### config.mk
export PLATFORM = sky130hd
export DESIGN_NAME = space_vector_modulator_flat
export DESIGN_NICKNAME = d
export VERILOG_FILES = /design/src/hw/rtl/svm_pkg.sv /design/src/hw/rtl/svm_req_if.sv /design/src/hw/rtl/svm_rsp_if.sv /design/src/hw/rtl/svm_front.sv /design/src/hw/rtl/svm_sine_rom.sv /design/src/hw/rtl/svm_scale.sv /design/src/hw/rtl/svm_timing.sv /design/src/hw/rtl/space_vector_modulator.sv /design/src/flat_wrapper.sv
export SDC_FILE = /design/constraint.sdc
export NUM_CORES = 2
export LEC_CHECK = 0
export BUFFER_PORTS_ARGS = -buffer_cell sky130_fd_sc_hd__buf_2
export CORE_MARGIN = 1
export CORE_UTILIZATION = 59
export CTS_CLUSTER_DIAMETER = 120
export DETAILED_ROUTE_END_ITERATION = 8
export PLACE_DENSITY_LB_ADDON = 0.15
export SETUP_SLACK_MARGIN = 0.4
export SYNTH_ARGS = -nofsm -noshare
export SYNTH_HDL_FRONTEND = slang
export SYNTH_SLANG_ARGS = --single-unit
export TNS_END_PERCENT = 1
### constraint.sdc
create_clock -name clock -period 6.9 [get_ports clock]
set_input_delay 0.69 -clock clock [delete_from_list [all_inputs] [get_ports clock]]
set_output_delay 0.69 -clock clock [all_outputs]
set_load 0.01 [all_outputs]
### src/hw/rtl/svm_pkg.sv
// Shared constants and stage payload types for the space vector modulator.
`timescale 1ns / 1ps

package svm_pkg;

   // Sixty degrees in angle units (full circle = 65536).
   localparam int unsigned A60 = 10923;
   // 2*pi in Q30.
   localparam logic [63:0] TWO_PI_Q30 = 64'd6746518852;

   localparam int FRAC_BITS_DEF      = 15;
   localparam int SINE_ADDR_BITS_DEF = 10;

   localparam int ANGLE_BITS  = 16;
   localparam int AMP_BITS    = 15;
   localparam int TIME_BITS   = 16;
   localparam int SECTOR_BITS = 3;

   // Command fields carried along with the sine lookups.
   typedef struct packed {
      logic [SECTOR_BITS-1:0] sector;
      logic [AMP_BITS-1:0]    amp;
   } cmd_type;

   // Scaled active times.
   typedef struct packed {
      logic [SECTOR_BITS-1:0] sector;
      logic [TIME_BITS-1:0]   t1;
      logic [TIME_BITS-1:0]   t2;
   } times_type;

endpackage

### src/hw/rtl/svm_req_if.sv
// Request channel: one modulation command per beat.
`timescale 1ns / 1ps

interface svm_req_if;
   logic        valid;
   logic        ready;
   logic        mode;
   logic [15:0] rotor_angle;
   logic [15:0] command_angle;
   logic signed [15:0] amplitude;

   modport source (output valid, mode, rotor_angle, command_angle, amplitude,
                   input ready);
   modport sink (input valid, mode, rotor_angle, command_angle, amplitude,
                 output ready);
endinterface

### src/hw/rtl/svm_rsp_if.sv
// Response channel: sector, vector times and phase compare values per beat.
`timescale 1ns / 1ps

interface svm_rsp_if;
   logic        valid;
   logic        ready;
   logic [2:0]  sector;
   logic [15:0] zero_time;
   logic [15:0] active_time_one;
   logic [15:0] active_time_two;
   logic [15:0] compare_u;
   logic [15:0] compare_v;
   logic [15:0] compare_w;

   modport source (output valid, sector, zero_time, active_time_one, active_time_two,
                   compare_u, compare_v, compare_w, input ready);
   modport sink (input valid, sector, zero_time, active_time_one, active_time_two,
                 compare_u, compare_v, compare_w, output ready);
endinterface

### src/hw/rtl/svm_front.sv
// Angle select, amplitude clamp, sector split and sine ROM addressing (two stages).
`timescale 1ns / 1ps

module svm_front #(
   parameter int SINE_ADDR_BITS = svm_pkg::SINE_ADDR_BITS_DEF,
   parameter int ROM_ADDR_BITS  = 8
) (
   input  logic                      clock,
   input  logic                      reset,
   input  logic                      in_valid,
   output logic                      in_ready,
   input  logic                      mode,
   input  logic [15:0]               rotor_angle,
   input  logic [15:0]               command_angle,
   input  logic signed [15:0]        amplitude,
   input  logic [15:0]               amplitude_limit,
   output logic                      out_valid,
   input  logic                      out_ready,
   output svm_pkg::cmd_type          out_cmd,
   output logic [ROM_ADDR_BITS-1:0]  addr_a,
   output logic [ROM_ADDR_BITS-1:0]  addr_b
);

   localparam int SHIFT = 16 - SINE_ADDR_BITS;
   localparam logic [15:0] A60_W = 16'(svm_pkg::A60);
   localparam logic [15:0] TH1 = 16'(svm_pkg::A60 * 1);
   localparam logic [15:0] TH2 = 16'(svm_pkg::A60 * 2);
   localparam logic [15:0] TH3 = 16'(svm_pkg::A60 * 3);
   localparam logic [15:0] TH4 = 16'(svm_pkg::A60 * 4);
   localparam logic [15:0] TH5 = 16'(svm_pkg::A60 * 5);

   // stage 1
   logic                          v1_ff;
   logic [15:0]                   angle_ff, angle_in;
   logic [svm_pkg::AMP_BITS-1:0]  amp1_ff, amp1_in;
   logic                          en1;

   // stage 2
   logic                          v2_ff;
   svm_pkg::cmd_type              cmd_ff, cmd_in;
   logic [ROM_ADDR_BITS-1:0]      addr_a_ff, addr_a_in;
   logic [ROM_ADDR_BITS-1:0]      addr_b_ff, addr_b_in;
   logic                          en2;

   logic [2:0]                    sector;
   logic [15:0]                   base;
   logic [15:0]                   offset;
   logic [15:0]                   comp_off;
   logic [15:0]                   amp_sel;

   assign en2      = !v2_ff || out_ready;
   assign en1      = !v1_ff || en2;
   assign in_ready = en1;

   always_comb begin
      angle_in = mode ? (rotor_angle + command_angle) : command_angle;
      if (amplitude[15]) begin
         amp_sel = 16'd0;
      end else if (16'(amplitude) > amplitude_limit) begin
         amp_sel = amplitude_limit;
      end else begin
         amp_sel = 16'(amplitude);
      end
      // a positive amplitude never exceeds 15 bits, so neither does the clamp
      amp1_in = amp_sel[svm_pkg::AMP_BITS-1:0];
   end

   always_comb begin
      if (angle_ff >= TH5) begin
         sector = 3'd5;
         base   = TH5;
      end else if (angle_ff >= TH4) begin
         sector = 3'd4;
         base   = TH4;
      end else if (angle_ff >= TH3) begin
         sector = 3'd3;
         base   = TH3;
      end else if (angle_ff >= TH2) begin
         sector = 3'd2;
         base   = TH2;
      end else if (angle_ff >= TH1) begin
         sector = 3'd1;
         base   = TH1;
      end else begin
         sector = 3'd0;
         base   = 16'd0;
      end
      offset   = angle_ff - base;
      comp_off = A60_W - offset;
      cmd_in.sector = sector;
      cmd_in.amp    = amp1_ff;
      addr_a_in = ROM_ADDR_BITS'(comp_off >> SHIFT);
      addr_b_in = ROM_ADDR_BITS'(offset >> SHIFT);
   end

   always_ff @(posedge clock) begin
      if (reset) begin
         v1_ff <= 1'b0;
         v2_ff <= 1'b0;
      end else begin
         if (en1) begin
            v1_ff <= in_valid;
         end
         if (en2) begin
            v2_ff <= v1_ff;
         end
      end
   end

   always_ff @(posedge clock) begin
      if (en1) begin
         angle_ff <= angle_in;
         amp1_ff  <= amp1_in;
      end
      if (en2) begin
         cmd_ff    <= cmd_in;
         addr_a_ff <= addr_a_in;
         addr_b_ff <= addr_b_in;
      end
   end

   assign out_valid = v2_ff;
   assign out_cmd   = cmd_ff;
   assign addr_a    = addr_a_ff;
   assign addr_b    = addr_b_ff;

endmodule

### src/hw/rtl/svm_sine_rom.sv
// Two-port sine ROM over the first sextant, registered read (one stage).
`timescale 1ns / 1ps

module svm_sine_rom #(
   parameter int FRAC_BITS      = svm_pkg::FRAC_BITS_DEF,
   parameter int SINE_ADDR_BITS = svm_pkg::SINE_ADDR_BITS_DEF,
   parameter int ROM_ADDR_BITS  = 8
) (
   input  logic                      clock,
   input  logic                      reset,
   input  logic                      in_valid,
   output logic                      in_ready,
   input  svm_pkg::cmd_type          in_cmd,
   input  logic [ROM_ADDR_BITS-1:0]  addr_a,
   input  logic [ROM_ADDR_BITS-1:0]  addr_b,
   output logic                      out_valid,
   input  logic                      out_ready,
   output svm_pkg::cmd_type          out_cmd,
   output logic [FRAC_BITS-1:0]      sin_a,
   output logic [FRAC_BITS-1:0]      sin_b
);

   localparam int DEPTH = int'(svm_pkg::A60 >> (16 - SINE_ADDR_BITS)) + 1;

   typedef logic [FRAC_BITS-1:0] rom_type [DEPTH];

   function automatic logic [63:0] series_div(input logic [63:0] val, input int n);
      logic [63:0] q;
      case (n)
         1:       q = val / 64'd6;
         2:       q = val / 64'd20;
         3:       q = val / 64'd42;
         4:       q = val / 64'd72;
         5:       q = val / 64'd110;
         6:       q = val / 64'd156;
         default: q = val / 64'd210;
      endcase
      return q;
   endfunction

   // sin by odd Taylor terms in Q30, rounded to FRAC_BITS
   function automatic logic [FRAC_BITS-1:0] rom_entry(input int k);
      logic [63:0]        x;
      logic [63:0]        x2;
      logic [63:0]        term;
      logic signed [63:0] sum;
      logic [63:0]        rounded;
      x    = (svm_pkg::TWO_PI_Q30 * 64'(k)) >> SINE_ADDR_BITS;
      x2   = (x * x) >> 30;
      term = x;
      sum  = signed'(x);
      for (int n = 1; n <= 7; n++) begin
         term = series_div((term * x2) >> 30, n);
         if (n[0]) begin
            sum = sum - signed'(term);
         end else begin
            sum = sum + signed'(term);
         end
      end
      if (sum < 0) begin
         sum = 64'sd0;
      end
      rounded = (64'(sum) + (64'd1 << (29 - FRAC_BITS))) >> (30 - FRAC_BITS);
      return rounded[FRAC_BITS-1:0];
   endfunction

   function automatic rom_type build_rom();
      rom_type r;
      for (int k = 0; k < DEPTH; k++) begin
         r[k] = rom_entry(k);
      end
      return r;
   endfunction

   localparam rom_type SINE_TABLE = build_rom();

   logic                  v_ff;
   svm_pkg::cmd_type      cmd_ff;
   logic [FRAC_BITS-1:0]  sin_a_ff;
   logic [FRAC_BITS-1:0]  sin_b_ff;
   logic                  en;

   assign en       = !v_ff || out_ready;
   assign in_ready = en;

   always_ff @(posedge clock) begin
      if (reset) begin
         v_ff <= 1'b0;
      end else if (en) begin
         v_ff <= in_valid;
      end
   end

   always_ff @(posedge clock) begin
      if (en) begin
         cmd_ff   <= in_cmd;
         sin_a_ff <= SINE_TABLE[addr_a];
         sin_b_ff <= SINE_TABLE[addr_b];
      end
   end

   assign out_valid = v_ff;
   assign out_cmd   = cmd_ff;
   assign sin_a     = sin_a_ff;
   assign sin_b     = sin_b_ff;

endmodule

### src/hw/rtl/svm_scale.sv
// Amplitude and period scaling of both sine values (two multiplier stages).
`timescale 1ns / 1ps

module svm_scale #(
   parameter int FRAC_BITS = svm_pkg::FRAC_BITS_DEF
) (
   input  logic                  clock,
   input  logic                  reset,
   input  logic                  in_valid,
   output logic                  in_ready,
   input  svm_pkg::cmd_type      in_cmd,
   input  logic [FRAC_BITS-1:0]  sin_a,
   input  logic [FRAC_BITS-1:0]  sin_b,
   input  logic [15:0]           switch_period,
   output logic                  out_valid,
   input  logic                  out_ready,
   output svm_pkg::times_type    out_times
);

   localparam int AB = svm_pkg::AMP_BITS;
   localparam int PW = AB + FRAC_BITS;
   localparam int QW = AB + 16;

   // stage 4: amplitude * sine
   logic                 v4_ff;
   logic [2:0]           sector4_ff;
   logic [AB-1:0]        va_ff, va_in;
   logic [AB-1:0]        vb_ff, vb_in;
   logic [PW-1:0]        pa;
   logic [PW-1:0]        pb;
   logic                 en4;

   // stage 5: times the period
   logic                 v5_ff;
   svm_pkg::times_type   times_ff, times_in;
   logic [QW-1:0]        qa;
   logic [QW-1:0]        qb;
   logic                 en5;

   assign en5      = !v5_ff || out_ready;
   assign en4      = !v4_ff || en5;
   assign in_ready = en4;

   always_comb begin
      pa    = PW'(in_cmd.amp) * PW'(sin_a);
      pb    = PW'(in_cmd.amp) * PW'(sin_b);
      // sine < 2^FRAC_BITS, so the product fits back into the amplitude width
      va_in = AB'(pa >> FRAC_BITS);
      vb_in = AB'(pb >> FRAC_BITS);
   end

   always_comb begin
      qa = QW'(va_ff) * QW'(switch_period);
      qb = QW'(vb_ff) * QW'(switch_period);
      times_in.sector = sector4_ff;
      times_in.t1     = 16'(qa >> FRAC_BITS);
      times_in.t2     = 16'(qb >> FRAC_BITS);
   end

   always_ff @(posedge clock) begin
      if (reset) begin
         v4_ff <= 1'b0;
         v5_ff <= 1'b0;
      end else begin
         if (en4) begin
            v4_ff <= in_valid;
         end
         if (en5) begin
            v5_ff <= v4_ff;
         end
      end
   end

   always_ff @(posedge clock) begin
      if (en4) begin
         sector4_ff <= in_cmd.sector;
         va_ff      <= va_in;
         vb_ff      <= vb_in;
      end
      if (en5) begin
         times_ff <= times_in;
      end
   end

   assign out_valid = v5_ff;
   assign out_times = times_ff;

endmodule

### src/hw/rtl/svm_timing.sv
// Zero time and per-phase compare values with phase routing (two stages).
`timescale 1ns / 1ps

module svm_timing (
   input  logic                clock,
   input  logic                reset,
   input  logic                in_valid,
   output logic                in_ready,
   input  svm_pkg::times_type  in_times,
   input  logic [15:0]         switch_period,
   input  logic                discontinuous,
   output logic                out_valid,
   input  logic                out_ready,
   output logic [2:0]          sector,
   output logic [15:0]         zero_time,
   output logic [15:0]         active_time_one,
   output logic [15:0]         active_time_two,
   output logic [15:0]         compare_u,
   output logic [15:0]         compare_v,
   output logic [15:0]         compare_w
);

   localparam logic [2:0] SECTOR_0 = 3'd0;
   localparam logic [2:0] SECTOR_1 = 3'd1;
   localparam logic [2:0] SECTOR_2 = 3'd2;
   localparam logic [2:0] SECTOR_3 = 3'd3;
   localparam logic [2:0] SECTOR_4 = 3'd4;

   // stage 6
   logic                 v6_ff;
   svm_pkg::times_type   times6_ff;
   logic [15:0]          t0_ff, t0_in;
   logic [16:0]          act_sum;
   logic [15:0]          t0_full;
   logic                 en6;

   // stage 7 (output register)
   logic                 v7_ff;
   logic [2:0]           sector_ff;
   logic [15:0]          t0_out_ff, t1_out_ff, t2_out_ff;
   logic [15:0]          cu_ff, cu_in;
   logic [15:0]          cv_ff, cv_in;
   logic [15:0]          cw_ff, cw_in;
   logic [15:0]          c0, c1, c2;
   logic                 en7;

   assign en7      = !v7_ff || out_ready;
   assign en6      = !v6_ff || en7;
   assign in_ready = en6;

   always_comb begin
      act_sum = 17'(in_times.t1) + 17'(in_times.t2);
      // zero time saturates when the active vectors overrun the period
      if (act_sum > 17'(switch_period)) begin
         t0_full = 16'd0;
      end else begin
         t0_full = switch_period - in_times.t1 - in_times.t2;
      end
      t0_in = discontinuous ? t0_full : (t0_full >> 1);
   end

   always_comb begin
      c0 = t0_ff;
      c1 = t0_ff + (times6_ff.sector[0] ? times6_ff.t2 : times6_ff.t1);
      c2 = t0_ff + times6_ff.t1 + times6_ff.t2;
      case (times6_ff.sector)
         SECTOR_0: begin
            cu_in = c0; cv_in = c1; cw_in = c2;
         end
         SECTOR_1: begin
            cv_in = c0; cu_in = c1; cw_in = c2;
         end
         SECTOR_2: begin
            cv_in = c0; cw_in = c1; cu_in = c2;
         end
         SECTOR_3: begin
            cw_in = c0; cv_in = c1; cu_in = c2;
         end
         SECTOR_4: begin
            cw_in = c0; cu_in = c1; cv_in = c2;
         end
         default: begin
            cu_in = c0; cw_in = c1; cv_in = c2;
         end
      endcase
   end

   always_ff @(posedge clock) begin
      if (reset) begin
         v6_ff <= 1'b0;
         v7_ff <= 1'b0;
      end else begin
         if (en6) begin
            v6_ff <= in_valid;
         end
         if (en7) begin
            v7_ff <= v6_ff;
         end
      end
   end

   always_ff @(posedge clock) begin
      if (en6) begin
         times6_ff <= in_times;
         t0_ff     <= t0_in;
      end
      if (en7) begin
         sector_ff <= times6_ff.sector;
         t0_out_ff <= t0_ff;
         t1_out_ff <= times6_ff.t1;
         t2_out_ff <= times6_ff.t2;
         cu_ff     <= cu_in;
         cv_ff     <= cv_in;
         cw_ff     <= cw_in;
      end
   end

   assign out_valid       = v7_ff;
   assign sector          = sector_ff;
   assign zero_time       = t0_out_ff;
   assign active_time_one = t1_out_ff;
   assign active_time_two = t2_out_ff;
   assign compare_u       = cu_ff;
   assign compare_v       = cv_ff;
   assign compare_w       = cw_ff;

endmodule

### src/hw/rtl/space_vector_modulator.sv
// Space vector modulator: seven-stage pipeline, one request beat to one response beat.
// Each request passes the front, ROM, scale and timing stages in order, and the response
// is held in the output register until the receiver takes it.
// Throughput: one beat per cycle; each stage holds under backpressure and fills bubbles.
// Depth is set by the two ROM reads and the two chained multiplications per vector time.
// Reset (synchronous, active high) empties the pipeline and restores the CSR defaults.
`timescale 1ns / 1ps

module space_vector_modulator #(
   parameter int FRAC_BITS      = svm_pkg::FRAC_BITS_DEF,
   parameter int SINE_ADDR_BITS = svm_pkg::SINE_ADDR_BITS_DEF
) (
   input  logic          clock,
   input  logic          reset,
   svm_req_if.sink       req_ch,
   svm_rsp_if.source     rsp_ch,
   input  logic          csr_we,
   input  logic [1:0]    csr_index,
   input  logic [15:0]   csr_wdata
);

   localparam int ROM_DEPTH     = int'(svm_pkg::A60 >> (16 - SINE_ADDR_BITS)) + 1;
   localparam int ROM_ADDR_BITS = $clog2(ROM_DEPTH);

   localparam logic [1:0] CSR_SWITCH_PERIOD   = 2'd0;
   localparam logic [1:0] CSR_AMPLITUDE_LIMIT = 2'd1;
   localparam logic [1:0] CSR_DISCONTINUOUS   = 2'd2;

   logic [15:0] period_ff;
   logic [15:0] limit_ff;
   logic        disc_ff;

   always_ff @(posedge clock) begin
      if (reset) begin
         period_ff <= 16'd2000;
         limit_ff  <= 16'd32768;
         disc_ff   <= 1'b0;
      end else if (csr_we) begin
         case (csr_index)
            CSR_SWITCH_PERIOD:   period_ff <= csr_wdata;
            CSR_AMPLITUDE_LIMIT: limit_ff  <= csr_wdata;
            CSR_DISCONTINUOUS:   disc_ff   <= csr_wdata[0];
            default: ;
         endcase
      end
   end

   logic                      front_valid, front_ready;
   svm_pkg::cmd_type          front_cmd;
   logic [ROM_ADDR_BITS-1:0]  addr_a, addr_b;

   logic                      rom_valid, rom_ready;
   svm_pkg::cmd_type          rom_cmd;
   logic [FRAC_BITS-1:0]      sin_a, sin_b;

   logic                      scale_valid, scale_ready;
   svm_pkg::times_type        scale_times;

   svm_front #(
      .SINE_ADDR_BITS (SINE_ADDR_BITS),
      .ROM_ADDR_BITS  (ROM_ADDR_BITS)
   ) u_front (
      .clock           (clock),
      .reset           (reset),
      .in_valid        (req_ch.valid),
      .in_ready        (req_ch.ready),
      .mode            (req_ch.mode),
      .rotor_angle     (req_ch.rotor_angle),
      .command_angle   (req_ch.command_angle),
      .amplitude       (req_ch.amplitude),
      .amplitude_limit (limit_ff),
      .out_valid       (front_valid),
      .out_ready       (front_ready),
      .out_cmd         (front_cmd),
      .addr_a          (addr_a),
      .addr_b          (addr_b)
   );

   svm_sine_rom #(
      .FRAC_BITS      (FRAC_BITS),
      .SINE_ADDR_BITS (SINE_ADDR_BITS),
      .ROM_ADDR_BITS  (ROM_ADDR_BITS)
   ) u_rom (
      .clock     (clock),
      .reset     (reset),
      .in_valid  (front_valid),
      .in_ready  (front_ready),
      .in_cmd    (front_cmd),
      .addr_a    (addr_a),
      .addr_b    (addr_b),
      .out_valid (rom_valid),
      .out_ready (rom_ready),
      .out_cmd   (rom_cmd),
      .sin_a     (sin_a),
      .sin_b     (sin_b)
   );

   svm_scale #(
      .FRAC_BITS (FRAC_BITS)
   ) u_scale (
      .clock         (clock),
      .reset         (reset),
      .in_valid      (rom_valid),
      .in_ready      (rom_ready),
      .in_cmd        (rom_cmd),
      .sin_a         (sin_a),
      .sin_b         (sin_b),
      .switch_period (period_ff),
      .out_valid     (scale_valid),
      .out_ready     (scale_ready),
      .out_times     (scale_times)
   );

   svm_timing u_timing (
      .clock           (clock),
      .reset           (reset),
      .in_valid        (scale_valid),
      .in_ready        (scale_ready),
      .in_times        (scale_times),
      .switch_period   (period_ff),
      .discontinuous   (disc_ff),
      .out_valid       (rsp_ch.valid),
      .out_ready       (rsp_ch.ready),
      .sector          (rsp_ch.sector),
      .zero_time       (rsp_ch.zero_time),
      .active_time_one (rsp_ch.active_time_one),
      .active_time_two (rsp_ch.active_time_two),
      .compare_u       (rsp_ch.compare_u),
      .compare_v       (rsp_ch.compare_v),
      .compare_w       (rsp_ch.compare_w)
   );

   // pipeline comes out of reset empty
   a_reset_empty: assert property (@(posedge clock) reset |=> !rsp_ch.valid)
      else $error("response valid right after reset");

   // sector split never produces a code above five
   a_sector_range: assert property (@(posedge clock) disable iff (reset)
      rsp_ch.valid |-> rsp_ch.sector <= 3'd5)
      else $error("sector out of range");

   // zero time <= period; relies on user keeping config stable while work is in flight
   a_zero_le_period: assert property (@(posedge clock) disable iff (reset)
      rsp_ch.valid |-> rsp_ch.zero_time <= period_ff)
      else $error("zero time above period");

   // first phase of every sector pattern switches at the zero time
   a_first_phase: assert property (@(posedge clock) disable iff (reset)
      rsp_ch.valid |-> (rsp_ch.compare_u == rsp_ch.zero_time ||
                        rsp_ch.compare_v == rsp_ch.zero_time ||
                        rsp_ch.compare_w == rsp_ch.zero_time))
      else $error("no phase carries the zero time");

endmodule

### src/flat_wrapper.sv
// flat-port wrapper written by rule: the top's interface ports become plain ports
module space_vector_modulator_flat 
#(
   parameter int FRAC_BITS      = svm_pkg::FRAC_BITS_DEF,
   parameter int SINE_ADDR_BITS = svm_pkg::SINE_ADDR_BITS_DEF
)
  (clock, reset, csr_we, csr_index, csr_wdata, req_ch_valid, req_ch_mode, req_ch_rotor_angle, req_ch_command_angle, req_ch_amplitude, req_ch_ready, rsp_ch_valid, rsp_ch_sector, rsp_ch_zero_time, rsp_ch_active_time_one, rsp_ch_active_time_two, rsp_ch_compare_u, rsp_ch_compare_v, rsp_ch_compare_w, rsp_ch_ready);
  svm_req_if req_ch_i ();
  svm_rsp_if rsp_ch_i ();
  input  logic clock;
  input  logic reset;
  input  logic csr_we;
  input  logic [1:0] csr_index;
  input  logic [15:0] csr_wdata;
  input wire logic [$bits(req_ch_i.valid)-1:0] req_ch_valid;
  input wire logic [$bits(req_ch_i.mode)-1:0] req_ch_mode;
  input wire logic [$bits(req_ch_i.rotor_angle)-1:0] req_ch_rotor_angle;
  input wire logic [$bits(req_ch_i.command_angle)-1:0] req_ch_command_angle;
  input wire logic [$bits(req_ch_i.amplitude)-1:0] req_ch_amplitude;
  output wire logic [$bits(req_ch_i.ready)-1:0] req_ch_ready;
  output wire logic [$bits(rsp_ch_i.valid)-1:0] rsp_ch_valid;
  output wire logic [$bits(rsp_ch_i.sector)-1:0] rsp_ch_sector;
  output wire logic [$bits(rsp_ch_i.zero_time)-1:0] rsp_ch_zero_time;
  output wire logic [$bits(rsp_ch_i.active_time_one)-1:0] rsp_ch_active_time_one;
  output wire logic [$bits(rsp_ch_i.active_time_two)-1:0] rsp_ch_active_time_two;
  output wire logic [$bits(rsp_ch_i.compare_u)-1:0] rsp_ch_compare_u;
  output wire logic [$bits(rsp_ch_i.compare_v)-1:0] rsp_ch_compare_v;
  output wire logic [$bits(rsp_ch_i.compare_w)-1:0] rsp_ch_compare_w;
  input wire logic [$bits(rsp_ch_i.ready)-1:0] rsp_ch_ready;
  assign req_ch_i.valid = req_ch_valid;
  assign req_ch_i.mode = req_ch_mode;
  assign req_ch_i.rotor_angle = req_ch_rotor_angle;
  assign req_ch_i.command_angle = req_ch_command_angle;
  assign req_ch_i.amplitude = req_ch_amplitude;
  assign req_ch_ready = req_ch_i.ready;
  assign rsp_ch_valid = rsp_ch_i.valid;
  assign rsp_ch_sector = rsp_ch_i.sector;
  assign rsp_ch_zero_time = rsp_ch_i.zero_time;
  assign rsp_ch_active_time_one = rsp_ch_i.active_time_one;
  assign rsp_ch_active_time_two = rsp_ch_i.active_time_two;
  assign rsp_ch_compare_u = rsp_ch_i.compare_u;
  assign rsp_ch_compare_v = rsp_ch_i.compare_v;
  assign rsp_ch_compare_w = rsp_ch_i.compare_w;
  assign rsp_ch_i.ready = rsp_ch_ready;
  space_vector_modulator #(.FRAC_BITS(FRAC_BITS), .SINE_ADDR_BITS(SINE_ADDR_BITS)) u_core (.clock(clock), .reset(reset), .req_ch(req_ch_i), .rsp_ch(rsp_ch_i), .csr_we(csr_we), .csr_index(csr_index), .csr_wdata(csr_wdata));
endmodule
==> impl_metrics.yaml <==
global_route:
  grt_max_degree: 90
  overflow: 0
  grtUsageMet3_pct: 6.02
  met2_usage_pct: 49.1
  grt_pass1_wl_mm: 234
  antenna_found_initial: 7
  use_met1_pct: 46.1
  track_usage_pct: 31.9
  first_global_vias: 42366
  busiest_layer: "met2"
clocking:
  path_clk_slew_ns: 0.06
  cts_made_buffers: 46
  cts-root-buf: "clkbuf_16"
  worstSkewPairLatency_ns: 0.66
  postCtsHoldBufs: 0
  htree_levels: 2
  cts_sinks: 371
  cts_tree: "yes"
  cts.path.max_buffers: 3
placed_design:
  place_inst: 7082
  place.gp.congestion: 0.993
  io_buffer_count: 172
  dp_hpwl_mm: 115
worst_hold_path:
  hp-class: "input pin to register"
yosys:
  synth_seq_cells: 371
  synthMuxAreaShare_pct: 1.64
  synthAdderAreaFrac_pct: 39.1
  synth_edf_count: 331
  syn-num-nets: 7216
  async_reset_ff_share_pct: 0
  synth-xor-area-share_pct: 2.35
  synth-simple-area-share_pct: 16.4
  ys_seq_area_share_pct: 19.9
  yosys_warnings: 0
  synth_compound_area_share_pct: 11.8
  syn_area_um2: 54000
  synth-main-ff-cell: "edfxtp_1"
  synth_top_family_by_area: "adder cells"
  ys_types: 98
  avgSynthCellArea_um2: 9.17
  synth_cells: 5892
final_layout:
  multi_input_area_um2: 38900
  ff_latch_area_um2: 10700
  drive_gt1_share_pct: 9.88
  final_common_cell: "inv_1"
  areaGrowthSynthToFinish_pct: 8.72
  layout.cells.most_common_list: "inv_1, fa_1, nand2_1"
  fillers: 7434
  final_cell_count_no_fill: 7199
  nNetsFinal: 7307
worst_setup_path:
  worstPathMaxFanout: 13
  crit_top_cell: "fa_1"
  crit_path_end_kind: "register"
  max_stage_delay_ns: 0.55
  worst-setup-path-type: "register to register"
  critPathTopFamily: "adder cells"
  cpMaxStageDelayCell: "fa_1"
  cp.required_ns: 7.29
  crit_buf_inv: 6
  start_kind: "register"
  critical_path_arrival_ns: 7.16
  cp_cell_sequence: "buf_4 -> buf_4 -> and2_1 -> fa_1 -> inv_1 -> fa_1 -> inv_1 -> fa_1 -> fa_1 -> fa_1 -> inv_1 -> fa_1 -> inv_1 -> ha_1 -> and3_1 -> a211o_1 -> a31oi_4 -> nor2b_2 -> o31a_1 -> o41a_1 -> a311oi_2 -> o21bai_1 -> xnor2_1"
drt:
  vias: 42373
  wl_mm: 146
  wl_per_cell_um: 20.3
  avgViaCountPerCell: 5.89
  dr.pass1.iters: 6
  ant_nets: 0
  drc: 0
  drtIter0Drc: 3920
status:
  status: "complete, no violations"
timing:
  rsz0062_at_grt: "yes"
  slew_violations: 0
  tightest_slew_ns: 1.28
  hold_slack_ns: 0.283
  fmax_mhz: 148
  fin_crit_sh_pct: 98.1
  relSlewSlack_pct: 14.5
  layout_min_cycle_time_ns: 6.77
  setup_tns_ns: 0
  setup_viol: 0
  clock_skew_ns: 0.0443
  hold_viol_final: 0
die:
  core_um2: 90400
  io_pins: 173
  num_rows: 110
  die_y_um: 305
  start_util_pct: 59.7
  dieArea_um2: 92800
  die_x_um: 305
flow_run:
  drv_cap: 0
## metrics by stage
stage	area [um^2]	utilization (%)	setup WS, ns
after floorplan	54000	-	0.304
after global placement	56600	62.6	0.0575
after detailed placement	56600	62.6	-0.0916
after CTS	58400	64.6	0.175
after global routing	58700	65.0	-0.117
final	58700	65.0	0.131
## state kept, by name, indices dropped and copies added (netlist names), 16 cells and up
signal / flops
u_core.u_timing.active_time_one: 16
u_core.u_timing.compare_u: 16
u_core.u_timing.times6_ff: 35
u_core.u_timing.zero_time: 16
u_core.u_timing.c0: 16
u_core.u_rom.out_cmd: 18
u_core.u_timing.active_time_two: 16
u_core.u_front.out_cmd: 18
u_core.u_front.angle_ff: 16
u_core.limit_ff: 16
u_core.u_timing.compare_w: 16
u_core.u_timing.compare_v: 16
u_core.period_ff: 16
u_core.u_scale.out_times: 35
## Yosys cell counts, drive strengths merged, types with 40 or more instances
master,number,share of area [%]
xnor2,104,1.7
clkbuf,306,2.1
fa,724,27
inv,921,6.4
a31oi,41,0.50
nor2,281,2.0
o21ai,213,2.0
nor3,69,0.65
a21oi,270,2.5
a211oi,74,1.0
o211ai,46,0.65
mux2i,42,0.79
and2,570,6.6
o21a,42,0.58
nand3,50,0.46
edfxtp,331,18
ha,528,12
xor2,40,0.66
dfxtp,40,1.5
nand2,670,4.7
## metal layers
metal	wire length [um]	vias to the layer above
met5	34	-
met4	4550	6
met3	13100	252
met2	64800	1745
met1	63800	20974
li1	-	19396
## path summary, 6_finish.rpt
kind	cells after the start	endpoint	from	slack (ns)
max	23	u_core.u_scale.out_times[15]$_DFFE_PP_	u_core.period_ff[14]$_SDFFE_PP0P_	0.13
min reg2reg	0	u_core.u_timing.times6_ff[33]$_DFFE_PP_	u_core.u_scale.out_times[33]$_DFFE_PP_	0.40
min	2	u_core.period_ff[4]$_SDFFE_PP1P_	csr_wdata[4]	0.28
max reg2reg	23	u_core.u_scale.out_times[15]$_DFFE_PP_	u_core.period_ff[14]$_SDFFE_PP0P_	0.13
## worst register-to-register path, delay by kind of cell, from the launching register on
kind	cells	cell delay (ns)
compound gates	6	1.62
simple gates	3	0.49
buf+inv	6	0.65
xor+xnor	1	0.13
fa+ha+maj	7	3.29
flops	1	0.34
## repair_timing
action	4_1_cts	5_1_grt
resized for setup	18	56
pin swaps	5	39
setup buffers	17	12
setup endpoints to repair	26	34
gates cloned	0	0
## cell families (layout without fill, tap and decap cells)
kind of cell,after synthesis,after routing
buf+inv,1263,1392
flops,371,371
fa+ha+maj,1253,1253
simple gates,1811,1811
mux,76,76
other cells,0,2
compound gates,974,974
xor+xnor,144,144
## layout make-up
cell class                 count  area share, %
antenna                        2        0.00852
clock buffer                  54           2.06
clock inverter                32          0.658
inverter                     926           5.92
multi-input combinational   4258           66.1
sequential                   371           18.3
tap                         1176           2.51
timing repair buffer         380           4.41
Power is left out: the tool's default activity adds up to more than one toggle a clock period on the data nets, which glitch-free logic cannot reach.
